<file path="config.mk">
export PLATFORM = sky130hd
export DESIGN_NAME = mm4_cell
export DESIGN_NICKNAME = d
export VERILOG_FILES = /design/src/sv/mm4_pkg.sv /design/src/sv/mm4_cell.sv
export SDC_FILE = /design/constraint.sdc
export NUM_CORES = 2
export LEC_CHECK = 0
export BUFFER_PORTS_ARGS = -buffer_cell sky130_fd_sc_hd__buf_2
export CAP_MARGIN = 20
export CORE_ASPECT_RATIO = 1.75
export CORE_MARGIN = 8
export CORE_UTILIZATION = 35
export CTS_BUF_LIST = sky130_fd_sc_hd__clkbuf_2
export DETAILED_ROUTE_END_ITERATION = 8
export PLACE_DENSITY_LB_ADDON = 0.12
export REMOVE_ABC_BUFFERS = 1
export SETUP_SLACK_MARGIN = 0.4
export SYNTH_ARGS = -nofsm -noshare
export SYNTH_HDL_FRONTEND = slang
export SYNTH_SLANG_ARGS = --single-unit
</file>
<file path="constraint.sdc">
create_clock -name clk -period 13.6 [get_ports clk]
set_input_delay 0.68 -clock clk [delete_from_list [all_inputs] [get_ports clk]]
set_output_delay 0.68 -clock clk [all_outputs]
set_load 0.005 [all_outputs]
</file>
<file path="src/sv/mm4_pkg.sv">
// shared types and constants for the 4x4 fixed-point matrix multiplier
// no dependencies

package mm4_pkg;

  localparam int MM_N         = 4;
  localparam int MM_DW        = 32;
  localparam int MM_IDX_W     = 2;
  localparam int MM_PROD_W    = 2 * MM_DW;
  localparam int MM_ACC_W     = MM_PROD_W + 2;
  localparam int MM_FRAC_BITS = 16;

  // operand token that walks down the chain of cells
  typedef struct packed {
    logic                vld;
    logic                first;
    logic                last;
    logic [MM_IDX_W-1:0] k;
    logic [MM_DW-1:0]    a;
  } mm4_tok_t;

  // finished element of one product row from a cell
  typedef struct packed {
    logic             done;
    logic             sat;
    logic [MM_DW-1:0] value;
  } mm4_res_t;

  typedef enum logic [1:0] {
    ST_IDLE,
    ST_FEED,
    ST_DRAIN
  } mm4_state_t;

endpackage

</file>
<file path="src/sv/mm4_cell.sv">
// one column cell: holds column j of the right matrix, multiplies and accumulates
// depends on mm4_pkg

module mm4_cell import mm4_pkg::*; #(
  parameter int FRAC_BITS = MM_FRAC_BITS
) (
  input  logic                clk,
  input  logic                rst_n,
  input  logic                wr_en,
  input  logic [MM_IDX_W-1:0] wr_row,
  input  logic [MM_DW-1:0]    wr_data,
  input  mm4_tok_t            tok_in,
  output mm4_tok_t            tok_out,
  output mm4_res_t            res
);

  logic [MM_DW-1:0]           b_r [MM_N];
  mm4_tok_t                   tok_r;
  logic signed [MM_PROD_W-1:0] prod_r, prod_nxt;
  logic                       p_vld_r, p_first_r, p_last_r;
  logic signed [MM_ACC_W-1:0] acc_r, acc_nxt, shifted;
  logic                       acc_last_r;
  logic                       ovf;
  mm4_res_t                   res_r, res_nxt;

  assign prod_nxt = $signed(tok_in.a) * $signed(b_r[tok_in.k]);

  always_comb begin
    if (p_first_r) begin
      acc_nxt = {{2{prod_r[MM_PROD_W-1]}}, prod_r};
    end else begin
      acc_nxt = acc_r + {{2{prod_r[MM_PROD_W-1]}}, prod_r};
    end
  end

  // floor shift, then clip to the signed 32-bit range
  always_comb begin
    shifted = acc_r >>> FRAC_BITS;
    ovf     = !((&shifted[MM_ACC_W-1:MM_DW-1]) || !(|shifted[MM_ACC_W-1:MM_DW-1]));
    res_nxt = res_r;
    res_nxt.done = acc_last_r;
    if (acc_last_r) begin
      res_nxt.sat = ovf;
      if (!ovf) begin
        res_nxt.value = shifted[MM_DW-1:0];
      end else if (acc_r[MM_ACC_W-1]) begin
        res_nxt.value = {1'b1, {(MM_DW-1){1'b0}}};
      end else begin
        res_nxt.value = {1'b0, {(MM_DW-1){1'b1}}};
      end
    end
  end

  always_ff @(posedge clk) begin
    if (!rst_n) begin
      for (int i = 0; i < MM_N; i++) begin
        b_r[i] <= '0;
      end
      tok_r      <= '0;
      p_vld_r    <= 1'b0;
      p_first_r  <= 1'b0;
      p_last_r   <= 1'b0;
      acc_last_r <= 1'b0;
      res_r      <= '0;
    end else begin
      if (wr_en) begin
        b_r[wr_row] <= wr_data;
      end
      tok_r      <= tok_in;
      p_vld_r    <= tok_in.vld;
      p_first_r  <= tok_in.vld && tok_in.first;
      p_last_r   <= tok_in.vld && tok_in.last;
      acc_last_r <= p_last_r;
      res_r      <= res_nxt;
    end
  end

  always_ff @(posedge clk) begin
    prod_r <= prod_nxt;
    if (p_vld_r) begin
      acc_r <= acc_nxt;
    end
  end

  assign tok_out = tok_r;
  assign res     = res_r;

endmodule

</file>
==> results.cfg <==
[timing]
setup_viol = 0
finalCritPeriodShare_pct = 71.6
rsz0062_at_grt = false
max_freq_ghz = 0.103
setup_tns_ps = 0
worst_clock_skew_ps = 161
holdWs_ps = 259
slew_headroom_pct = 20.7
fin_crit_ps = 9730
drv_slew = 0
setup_ws_ps = 3870
worst_pin_slew_ps = 1190
hold_viol = 0

[cts]
clockBufferDepth = 3
cts_tree = done
clk_pin_slew_ps = 120
postCtsSetupBuffers = 0
ctsHtreeMaxLevel = 3
clk_latency_ps = 1330
cts_buffers = 86
clockRootBuffer = clkbuf_2
clock-sinks = 332

[floorplanning]
io_pins = 145
die-area_um2 = 161000
die_w_um = 307
dieHeight_um = 525
initial_utilization_pct = 35.1
core-area_um2 = 148000
row_count = 187

[global_route]
grt_overflow = 0
grt_use_total_pct = 21.3
grt_start_max_net_pins = 73
antenna_found_initial = 10
first_global_vias = 43000
grt_pass1_wl_um = 258000

[route]
routedWlPerCell_um = 22.5
wl_um = 167000
viasPerCell = 4.93
drcViolationCount = 0
firstDrtPassIters = 7
route.vias.total = 36600
drtIter0Drc = 1347
ant_nets = 0

[setup_path]
startpoint_type = primary input
criticalPathCategory = in2reg
crit_end = prod_r[62]
arrival_ps = 10930
critPathMostFrequentCell = fa_1
slowest_stage = mux4_2
worstReg2RegEnd = prod_r[62]
critPathCaptureType = flip-flop
reg2reg_depth = 27
path_buf_inv = 7
worst-path-stages = 28
rr_startpoint = b_r[0][5]
crit_required_ps = 14790
slowest_delay_ps = 970
cp-startpoint = tok_in[32]
timing.reg2reg.setup_slack_ps = 4140
worstPathMaxFanout = 32
crit_family = adder cells

[synthesis]
syn_area_per_cell_um2 = 9.82
syn-instance-count = 5280
ys.flop_type = edfxtp_1
netlist_area_um2 = 51800
ys_types = 91
yosysWarnings = 0
synth_area_leaders = fa_1, edfxtp_1, and2_1, inv_1, ha_1
synth_top_cell_by_area = fa_1
ys_ff_latch = 332
ys_async_sr_fraction_pct = 0
synth-seq-area-share_pct = 16.6
synth_top_area_share_pct = 41.8
synth_edf_count = 194

[placed_design]
dp_slack_ps = 3010
hpwlAfterDp_um = 129000
dpl_cell_area_um2 = 54500
place_congestion = 0.856
port_buffers = 144

[finish]
multi_input_area_um2 = 38200
regArea_um2 = 8600
layout_common_cells = fa_1, inv_1, and2_1
fill_cells = 15100
layout_commonest_cell = fa_1
num-nets-final = 6789
areaGrowthSynthToFinish_pct = 8.51
drive_above_1_share_pct = 8.02
design_area_um2 = 56300

[outcome]
status = complete, no violations

[min_path]
hold_path.class = in2reg

[job]
max_cap_viol_count = 0
synth_stat cells (all sizes together) (45+ instances only):
master,count
fa,1083
inv,1061
and2,658
nand2,621
clkbuf,266
ha,249
edfxtp,194
a21oi,191
o21ai,158
dfxtp,138
nor2,85
xnor2,81
a21o,68
xor2,45
registers in the layout, summed over array words and instances, names as in the netlist:
name        flops
b_r           128
acc_r          66
prod_r         64
tok_out        36
res            34
acc_last_r      1
p_first_r       1
p_last_r        1
p_vld_r         1
per-stage QoR:
stage	cells	util, %
floorplan	5002	-
global placement	7183	36.9
detailed placement	7185	36.9
CTS	7434	38.1
global route	7440	38.1
finish	7441	38.1
cell families after synthesis:
logic type      count (synthesis)  share of synthesized area, %
compound gates                547                          6.70
xor+xnor                      126                          2.13
fa+ha+maj                    1332                          47.8
buf+inv                      1339                          9.75
flops                         332                          16.6
mux                            43                          1.59
simple gates                 1561                          15.4
routing by layer:
metal	vias up	global-route usage (%)	share of wire, %
met3	403	2.44	2.8
met2	813	43.4	58
li1	16300	-	-
met4	2	13.6	7.4
met1	19200	19.3	32
met5	-	0	0.0084
timing repair:
action / in CTS / in global routing
hold buffers: 94 / 0
gates resized for setup: 0 / 0
endpoints found under the hold margin: 228 / 0
area by class of cell:
cell class | instances | share of cell area [%]
clock inverters | 43 | 0.483
inverters | 1061 | 7.08
diodes | 7 | 0.0311
clock buffers | 112 | 0.996
multi-input cells | 3609 | 68.0
repair buffers | 293 | 3.74
well taps | 1984 | 4.41
flip-flops and latches | 332 | 15.3
how the worst min path moves through the flow:
stage                            from           to  slack [ps]  cells past startpoint
after global placement       p_last_r   acc_last_r         410                      1
after floorplan              p_last_r   acc_last_r         410                      1
after detailed placement     p_last_r   acc_last_r         430                      1
after global routing       tok_in[27]  tok_out[27]         100                      3
after CTS                 wr_data[17]   b_r[1][17]          10                      3
final                     wr_data[17]   b_r[1][17]         260                      3
tightest hold or removal path: stages:
cell and delay, ps:
dlygate4sd3_1 520, buf_2 120, and2_1 110
Power is left out: the tool's default activity adds up to more than one toggle a clock period on the data nets, which glitch-free logic cannot reach.
